### src/sv/ffha_pkg.sv
// ----------------------------------------------------------------------------
// ffha_pkg
// Shared types and constants for the first-fit heap allocator: heap geometry,
// request/result payloads, controller states and the command/status bundles
// between controller and datapath.
// ----------------------------------------------------------------------------
`default_nettype none

package ffha_pkg;

    // Heap geometry: 16-byte units, one header unit in front of every block
    localparam int HEAP_UNITS = 16384;
    localparam int UNIT_W     = $clog2(HEAP_UNITS);
    localparam int LINK_W     = UNIT_W + 1;
    localparam int UNIT_SHIFT = 4;

    // Payload field widths
    localparam int BYTES_W = 19;
    localparam int OFFS_W  = 18;
    localparam int NEED_W  = BYTES_W + 1 - UNIT_SHIFT;
    localparam int CALC_W  = NEED_W + 1;
    localparam int FUNIT_W = OFFS_W - UNIT_SHIFT;

    // Link value that ends the free list
    localparam logic [LINK_W-1:0] NO_LINK = LINK_W'(HEAP_UNITS);

    // Header of unit 0 after reset: the whole heap as one free block
    localparam logic [UNIT_W-1:0] SIZE0_RESET = UNIT_W'(HEAP_UNITS - 1);

    typedef enum logic {
        KIND_ALLOC = 1'b0,
        KIND_FREE  = 1'b1
    } kind_t;

    typedef enum logic [1:0] {
        STAT_OK      = 2'd0,
        STAT_NOFIT   = 2'd1,
        STAT_BADFREE = 2'd2
    } status_t;

    typedef struct packed {
        kind_t               kind;
        logic [BYTES_W-1:0]  request_bytes;
        logic [OFFS_W-1:0]   payload_offset;
    } in_item_t;

    typedef struct packed {
        status_t             status;
        logic [OFFS_W-1:0]   granted_offset;
    } out_item_t;

    typedef enum logic [2:0] {
        S_CLEAR,
        S_IDLE,
        S_DECODE,
        S_WALK,
        S_SPLIT,
        S_LINK,
        S_FREE_CHK,
        S_DONE
    } state_t;

    // Controller to datapath (and output register)
    typedef struct packed {
        logic    clr_en;
        logic    latch;
        logic    walk_start;
        logic    walk_next;
        logic    commit_a;
        logic    commit_b;
        logic    free_rd;
        logic    free_commit;
        logic    res_we;
        status_t res_status;
        logic    res_grant;
        logic    out_load;
    } dp_cmd_t;

    // Datapath to controller
    typedef struct packed {
        logic clr_done;
        logic is_free;
        logic off_zero;
        logic off_bad;
        logic walk_end;
        logic fits;
        logic mark_set;
    } dp_sts_t;

endpackage

`default_nettype wire

### src/sv/ffha_ctrl.sv
// ----------------------------------------------------------------------------
// ffha_ctrl
// Sequencer of the heap allocator: mark clearing after reset, request
// decode, list walk, split/relink commit, free check and result handoff.
// ----------------------------------------------------------------------------
`default_nettype none

module ffha_ctrl (
    input  wire logic               aclk,
    input  wire logic               aresetn,
    input  wire logic               s_valid,
    input  wire logic               out_free,
    input  wire ffha_pkg::dp_sts_t  sts,
    output ffha_pkg::dp_cmd_t       cmd,
    output logic                    s_ready
);

    ffha_pkg::state_t state_reg;
    ffha_pkg::state_t state_next;

    // State register
    always_ff @(posedge aclk) begin
        if (!aresetn) begin
            state_reg <= ffha_pkg::S_CLEAR;
        end else begin
            state_reg <= state_next;
        end
    end

    // Next state and commands
    always_comb begin
        cmd            = '0;
        cmd.res_status = ffha_pkg::STAT_OK;
        state_next     = state_reg;
        s_ready        = 1'b0;
        case (state_reg)
            ffha_pkg::S_CLEAR: begin
                // sweep the in-use marks, one unit a cycle
                cmd.clr_en = 1'b1;
                if (sts.clr_done) begin
                    state_next = ffha_pkg::S_IDLE;
                end
            end
            ffha_pkg::S_IDLE: begin
                s_ready = 1'b1;
                if (s_valid) begin
                    cmd.latch  = 1'b1;
                    state_next = ffha_pkg::S_DECODE;
                end
            end
            ffha_pkg::S_DECODE: begin
                if (!sts.is_free) begin
                    cmd.walk_start = 1'b1;
                    state_next     = ffha_pkg::S_WALK;
                end else if (sts.off_zero) begin
                    cmd.res_we = 1'b1;
                    state_next = ffha_pkg::S_DONE;
                end else if (sts.off_bad) begin
                    cmd.res_we     = 1'b1;
                    cmd.res_status = ffha_pkg::STAT_BADFREE;
                    state_next     = ffha_pkg::S_DONE;
                end else begin
                    cmd.free_rd = 1'b1;
                    state_next  = ffha_pkg::S_FREE_CHK;
                end
            end
            ffha_pkg::S_WALK: begin
                // one list entry per cycle
                if (sts.walk_end) begin
                    cmd.res_we     = 1'b1;
                    cmd.res_status = ffha_pkg::STAT_NOFIT;
                    state_next     = ffha_pkg::S_DONE;
                end else if (sts.fits) begin
                    state_next = ffha_pkg::S_SPLIT;
                end else begin
                    cmd.walk_next = 1'b1;
                end
            end
            ffha_pkg::S_SPLIT: begin
                cmd.commit_a = 1'b1;
                state_next   = ffha_pkg::S_LINK;
            end
            ffha_pkg::S_LINK: begin
                cmd.commit_b  = 1'b1;
                cmd.res_we    = 1'b1;
                cmd.res_grant = 1'b1;
                state_next    = ffha_pkg::S_DONE;
            end
            ffha_pkg::S_FREE_CHK: begin
                cmd.res_we = 1'b1;
                if (sts.mark_set) begin
                    cmd.free_commit = 1'b1;
                end else begin
                    cmd.res_status = ffha_pkg::STAT_BADFREE;
                end
                state_next = ffha_pkg::S_DONE;
            end
            ffha_pkg::S_DONE: begin
                // hold until the output register can take the result
                if (out_free) begin
                    cmd.out_load = 1'b1;
                    state_next   = ffha_pkg::S_IDLE;
                end
            end
            default: begin
                state_next = ffha_pkg::S_IDLE;
            end
        endcase
    end

endmodule

`default_nettype wire

### config.mk
export PLATFORM = sky130hd
export DESIGN_NAME = ffha_ctrl
export DESIGN_NICKNAME = d
export VERILOG_FILES = /design/src/sv/ffha_pkg.sv /design/src/sv/ffha_ctrl.sv
export SDC_FILE = /design/constraint.sdc
export NUM_CORES = 1
export LEC_CHECK = 0
export ABC_AREA = 1
export BUFFER_PORTS_ARGS = -buffer_cell sky130_fd_sc_hd__buf_4
export CORE_AREA = 4 4 41 43
export CTS_CLUSTER_DIAMETER = 120
export DETAILED_ROUTE_END_ITERATION = 10
export DIE_AREA = 0 0 45 47
export SLEW_MARGIN = 20
export SYNTH_ARGS = -nofsm -noshare
export SYNTH_HDL_FRONTEND = slang
export SYNTH_SLANG_ARGS = --single-unit
### constraint.sdc
create_clock -name aclk -period 1.05 [get_ports aclk]
set_clock_uncertainty 0.05 [all_clocks]
set_input_delay 0.0525 -clock aclk [delete_from_list [all_inputs] [get_ports aclk]]
set_output_delay 0.0525 -clock aclk [all_outputs]
set_load 0.05 [all_outputs]
==> results by group, run 1 <==
Layout
  • Fin nets: approximately 130
  • Fillers: 73
  • Multi-input gate area: ~420 µm²
  • # diodes: 0
  • Area Overhead vs Synth: 191.4%
  • Sequential Area: ~71 µm²
  • Max reg flops: 3
  • Final instance area: 0.001061 mm²
  • Post-route insts no fill: between 100 and 150
  • Share of cells above drive strength 1: 0.7391

Setup path
  • Top delay family on crit path: simple AND/OR/NAND/NOR gates
  • Reg2reg setup slack: -220 ps
  • CP Capture Type: output port
  • Crit-path cells: nand2_4 -> nor2_4 -> nand2_2 -> clkinvlp_4 -> nor3b_4 -> o21ai_4 -> buf_6
  • Max incr delay on CP: approximately 350 ps
  • Slowest cell on the critical path: dfxtp_4
  • Startpoint Class: flip-flop
  • Arrival time worst endpoint: about 1300 ps
  • Crit path required time: roughly 950 ps
  • Crit path kind: reg2out
  • CP bufs+invs: 2
  • Peak fanout along the critical path: 3

Detailed routing
  • DR WL/cell: around 12 µm
  • Via count: 596
  • Total routed wirelength: between 1500 and 2000 µm
  • 1st-iter DRT viols: 3
  • Vias per cell: approximately 4.6
  • Antenna viol nets, final: 0
  • DR DRC count: 0
  • DRT Pass-1 Iters: 2

STA
  • Slew Limit Fails: 0
  • Max Freq: around 700 MHz
  • Final hold slack: between 150 and 200 ps
  • Crit path time final: around 1400 ps
  • Part of the cycle the worst path needs: 1.365
  • Hold Violations, Final: 0
  • # setup viols final: 17
  • Measured slew at the worst slew-check pin: 190.8 ps
  • Setup TNS: -4625 ps
  • Relative slew slack: 0.8723
  • Final WS setup: -383.2 ps
  • RSZ-0062 raised after global routing: true

Pwr
  • Switching Power: approximately 0.65 mW
  • Comb pwr share: 0.720
  • Share of power burned in registers: 0.131
  • P_leak: about 0.52 nW
  • Pwr/cell area: around 1300 mW/mm²
  • Clk pwr share: 0.148
  • Sw frac: 0.4774
  • VDD IR max: about 770 µV
  • Int Power: between 0.7 and 0.8 mW

Floorplan
  • Die Y: 47 µm
  • Die area: about 0.0021 mm²
  • Core Box Area: 0.001301 mm²
  • Rows: 13
  • Die X: around 45 µm
  • # IOs: 25
  • Initial cell density of the core: 0.2798

Global routing
  • First-pass GRT wire length: 2525 µm
  • Grt total ovfl: 0
  • Antenna violations before repair: 0
  • Largest net degree at the start of global routing: 7
  • Overall routing resource usage: 0.1664
  • Vias in the first global route: between 500 and 600

Clock network
  • CTS tree: built
  • Clk root buf: clkbuf_4
  • H-tree level count: 1
  • Max Root-Sink Buffers: 2
  • Worst-Skew Late Latency: between 200 and 250 ps
  • Total CTS buffers: 3
  • Clock sinks: 3
  • Worst-path clk slew: ~40 ps

Synthesis
  • Post-Synth Simple-Gate Area: 0.5567
  • Syn nets: 78
  • Largest family of logic cells by synthesized area: simple AND/OR/NAND/NOR gates
  • Synthesized-area fraction occupied by adder cells: 0
  • Post-synth cell types: 17
  • Mapped Area: approximately 360 µm²
  • Mux share of post-synthesis cell area: 0
  • Area contributors post-synth: dfxtp_1, nand2_1, inv_1
  • Synthesis Warnings: 0
  • Syn Area/Cell: 5.434 µm²
  • Post-Synth XOR/XNOR Area: 0
  • Leading area contributor after synthesis: dfxtp_1
  • Yosys top cell area share: 0.1649
  • Synth Area in Compound Gates: 0.07216
  • Cells after synthesis: between 60 and 70
  • #FFs+latches synth: 3
  • Seq/Total Area, Yosys: 0.1649

Place
  • Placed cell area: ~730 µm²
  • Routability cong.: about 0.75
  • Cells after DPL: approximately 120
  • Number of port buffers: 24
  • Detailed Place HPWL: 1015 µm

Run status
  • Failing checks: negative setup slack
  • Status: complete, but fails checks

Hold path
  • HP Class: in2reg

Job
  • Max-cap violation count: 0
-- worst paths after layout --
path                      from            to  cells after the start
setup / recovery  state_reg[0]        cmd[4]                      7
hold / removal          sts[6]  state_reg[0]                      5
setup reg to reg  state_reg[0]  state_reg[2]                      9
hold reg to reg   state_reg[0]  state_reg[2]                      5
-- power by group through the flow --
stage	Clock [mW]	Sequential [mW]	Combinational, mW
5_1_grt	0.212	0.185	1.03
4_1_cts	0.207	0.177	0.902
2_1_floorplan	0	0.167	0.462
3_3_place_gp	0	0.181	0.653
3_5_place_dp	0	0.181	0.654
6_report	0.202	0.179	0.980
-- cell type report --
| class | count | share of cell area |
|---|---|---|
| Multi-Input combinational cell | 48 | 0.3986 |
| Sequential cell | 3 | 0.06722 |
| Timing Repair Buffer | 47 | 0.4340 |
| Clock buffer | 4 | 0.02476 |
| Tap cell | 15 | 0.01769 |
| Inverter | 13 | 0.05778 |
-- cells in the final DEF (no fill, tap or decap), types with 2 or more instances in the layout --
cell / n
buf_4: 23
buf_6: 18
nand2_1: 8
nor2_4: 7
inv_1: 7
nand2_4: 5
nand3_1: 5
buf_8: 5
nor3_4: 4
nor2_1: 4
inv_2: 3
nand2_2: 3
a21oi_1: 3
clkbuf_4: 3
dfxtp_4: 3
nor2_2: 2
clkinvlp_4: 2
nand3_4: 2
-- kinds of logic (layout without fill, tap and decap cells) --
| logic type | after synthesis | in the layout |
|---|---|---|
| buf+inv | 16 | 64 |
| simple gates | 43 | 43 |
| flops | 3 | 3 |
| compound gates | 5 | 5 |
-- tightest hold or removal path: cells and delay by family --
kind | cells | cell delay [ps]
AO/OA/AOI/OAI | 1 | 100
buffers and inverters | 2 | 130
AND/OR/NAND/NOR | 2 | 150
-- what timing repair did --
item | in CTS | in global routing
hold endpoints to repair | 1 | 0
setup buffers | 11 | 1
pin swaps | 13 | 8
cloned | 0 | 0
resized for setup | 48 | 10
hold buffers | 1 | 0
endpoints found under the setup margin | 17 | 17
-- Yosys cell counts --
library cell / number
nand3_2: 1
inv_2: 2
o21ai_0: 1
o22ai_1: 1
nand4_1: 1
a21oi_1: 3
buf_6: 1
buf_4: 2
dfxtp_1: 3
nand2_2: 1
nor2_2: 5
nor2_1: 8
nand2_1: 15
inv_1: 11
nor3_1: 4
nand3_1: 7
nor3b_1: 1
-- layer usage --
metal | global-route usage | routed length, µm | up-vias
met1 | 0.1855 | 622 | 273
met3 | 0.01149 | 75 | 2
met5 | 0 | 0 | -
met4 | 0.05263 | 19 | 0
li1 | - | - | 303
met2 | 0.3305 | 899 | 18
-- per-stage QoR --
step                      power (mW)  setup WS (ps)    util
final                          1.361         -383.2  0.8154
after global routing           1.430         -438.8  0.8154
after CTS                      1.286         -385.5  0.7856
after detailed placement      0.8352         -314.2  0.5596
after global placement        0.8333         -279.4  0.5596
after floorplan               0.6295         -387.8       -
Note: power is estimated with default switching activity, not from simulation.
==> run 2, diff against run 1 <==
--- a/config.mk
+++ b/config.mk
@@ -7,10 +7,13 @@
 export LEC_CHECK = 0
 export ABC_AREA = 1
 export BUFFER_PORTS_ARGS = -buffer_cell sky130_fd_sc_hd__buf_4
-export CORE_AREA = 4 4 41 43
+export CELL_PAD_IN_SITES_DETAIL_PLACEMENT = 1
+export CELL_PAD_IN_SITES_GLOBAL_PLACEMENT = 1
+export CORE_MARGIN = 4
+export CORE_UTILIZATION = 21
 export CTS_CLUSTER_DIAMETER = 120
 export DETAILED_ROUTE_END_ITERATION = 10
-export DIE_AREA = 0 0 45 47
+export PLACE_DENSITY_LB_ADDON = 0.1
 export SLEW_MARGIN = 20
 export SYNTH_ARGS = -nofsm -noshare
 export SYNTH_HDL_FRONTEND = slang
==> results by group, run 2 (synthesized netlist as in run 1, its figures left out) <==
Layout
  • Area Overhead vs Synth: 185.2%
  • Share of cells above drive strength 1: 0.7565
  • # diodes: 0
  • Max reg flops: 3
  • Commonest non-fill, non-tap cell in the layout: buf_4
  • Final instance area: about 0.0010 mm²
  • Fin nets: ~130
  • Most frequent cells in the layout: buf_4, buf_6, nand2_1, nor2_4, inv_1

Place
  • Detailed Place HPWL: approximately 1200 µm
  • Routability cong.: approximately 0.82
  • Number of port buffers: 24
  • Placed cell area: around 740 µm²

Job
  • Max-cap violation count: 0

Clock network
  • Clk root buf: clkbuf_4
  • CTS tree: built
  • H-tree level count: 1
  • Worst-path clk slew: around 40 ps
  • Total CTS buffers: 3
  • Clock sinks: 3
  • Max Root-Sink Buffers: 2
  • Worst-Skew Late Latency: around 240 ps

STA
  • Measured slew at the worst slew-check pin: between 200 and 250 ps
  • Relative slew slack: 0.8406
  • RSZ-0062 raised after global routing: true
  • Max Freq: between 600 and 700 MHz
  • # setup viols final: 17
  • Slew Limit Fails: 0
  • Crit path time final: between 1000 and 1500 ps
  • Part of the cycle the worst path needs: 1.395
  • Final WS setup: -414.5 ps
  • Final hold slack: 35.77 ps
  • Hold Violations, Final: 0

Setup path
  • Peak fanout along the critical path: 6
  • Startpoint Class: flip-flop
  • CP Capture Type: output port
  • Crit path kind: reg2out
  • Crit path required time: ~950 ps
  • Arrival time worst endpoint: approximately 1400 ps

Hold path
  • HP Class: in2reg

Global routing
  • Grt total ovfl: 0
  • M2 GR Usage: 0.2665
  • Largest net degree at the start of global routing: 7
  • First-pass GRT wire length: between 2000 and 3000 µm
  • Busiest grt layer: met2
  • GR met3 Demand/Resource: 0.02108
  • M1 GR Usage: 0.1676
  • Vias in the first global route: around 620
  • Antenna violations before repair: 0
  • Overall routing resource usage: 0.1444

Floorplan
  • Die Y: 49.64 µm
  • Core Box Area: between 0.0015 and 0.002 mm²
  • # IOs: 25
  • Die X: slightly below 50 µm
  • Initial cell density of the core: 0.2310
  • Die area: 0.002464 mm²
  • Rows: 14

Detailed routing
  • Antenna viol nets, final: 0
  • Total routed wirelength: around 1900 µm
  • DRT Pass-1 Iters: 1
  • DR WL/cell: roughly 15 µm
  • Vias per cell: around 4.8
  • DR DRC count: 0
  • Via count: around 630
  • 1st-iter DRT viols: 0

Pwr
  • Pwr/cell area: around 1300 mW/mm²
  • VDD IR max: between 700 and 800 µV
  • P_leak: 0.5062 nW
  • Tot Pwr: between 1 and 1.5 mW

Run status
  • Failing checks: negative setup slack
  • Status: complete, but fails checks
==> run 2: changes by cell type in the layout (fill, tap and decap cells not counted), sizes merged <==
cell / change
dlygate4sd3: -1
buf: +1
==> run 2: layout make-up <==
class | instances | area (µm²)
inverter | 13 | 61.31
fill | 185 | 538.0
sequential | 3 | 71.32
multi-input combinational | 48 | 412.9
tap | 16 | 20.02
timing repair buffer | 47 | 446.7
clock buffer | 4 | 26.28
==> run 2: power by group <==
part           internal [mW]  switching, mW
combinational          0.363          0.550
clock                  0.143         0.0698
sequential             0.143         0.0412
==> run 2: metrics by stage <==
stage	worst slack (ps)	TNS [ps]	instances	util
detailed placement	-316.9	-3073	117	0.4675
floorplan	-387.8	-2087	67	-
global placement	-301.8	-2906	117	0.4675
CTS	-400.9	-4667	127	0.6079
global route	-476.6	-6531	131	0.6587
finish	-414.5	-5469	131	0.6587
==> run 2: layer usage <==
layer | wire, µm | share of wire
met3 | 51 | 0.026
met2 | 1072 | 0.55
met5 | 0 | 0
met1 | 774 | 0.40
met4 | 48 | 0.025
==> run 2: final timing paths <==
path | startpoint | cells after the start | slack, ps | endpoint
max | state_reg[1] | 7 | -410 | cmd[4]
min reg2reg | state_reg[0] | 4 | 670 | state_reg[2]
min | aresetn | 3 | 40 | state_reg[1]
max reg2reg | state_reg[2] | 8 | -340 | state_reg[1]
==> run 2: worst max-delay path, stage by stage (launching register included) <==
cell and delay (ps):
dfxtp_4 360, nand2_4 80, nor2_4 40, nand2_2 80, clkinvlp_4 110, nor3b_4 220
o21ai_4 80, buf_6 150
==> run 2: repair_timing <==
action | CTS | global route
setup endpoints to repair | 17 | 17
setup buffers | 7 | 5
hold buffers | 0 | 0
resized for setup | 40 | 14
pin swaps | 10 | 7
cloned | 0 | 0
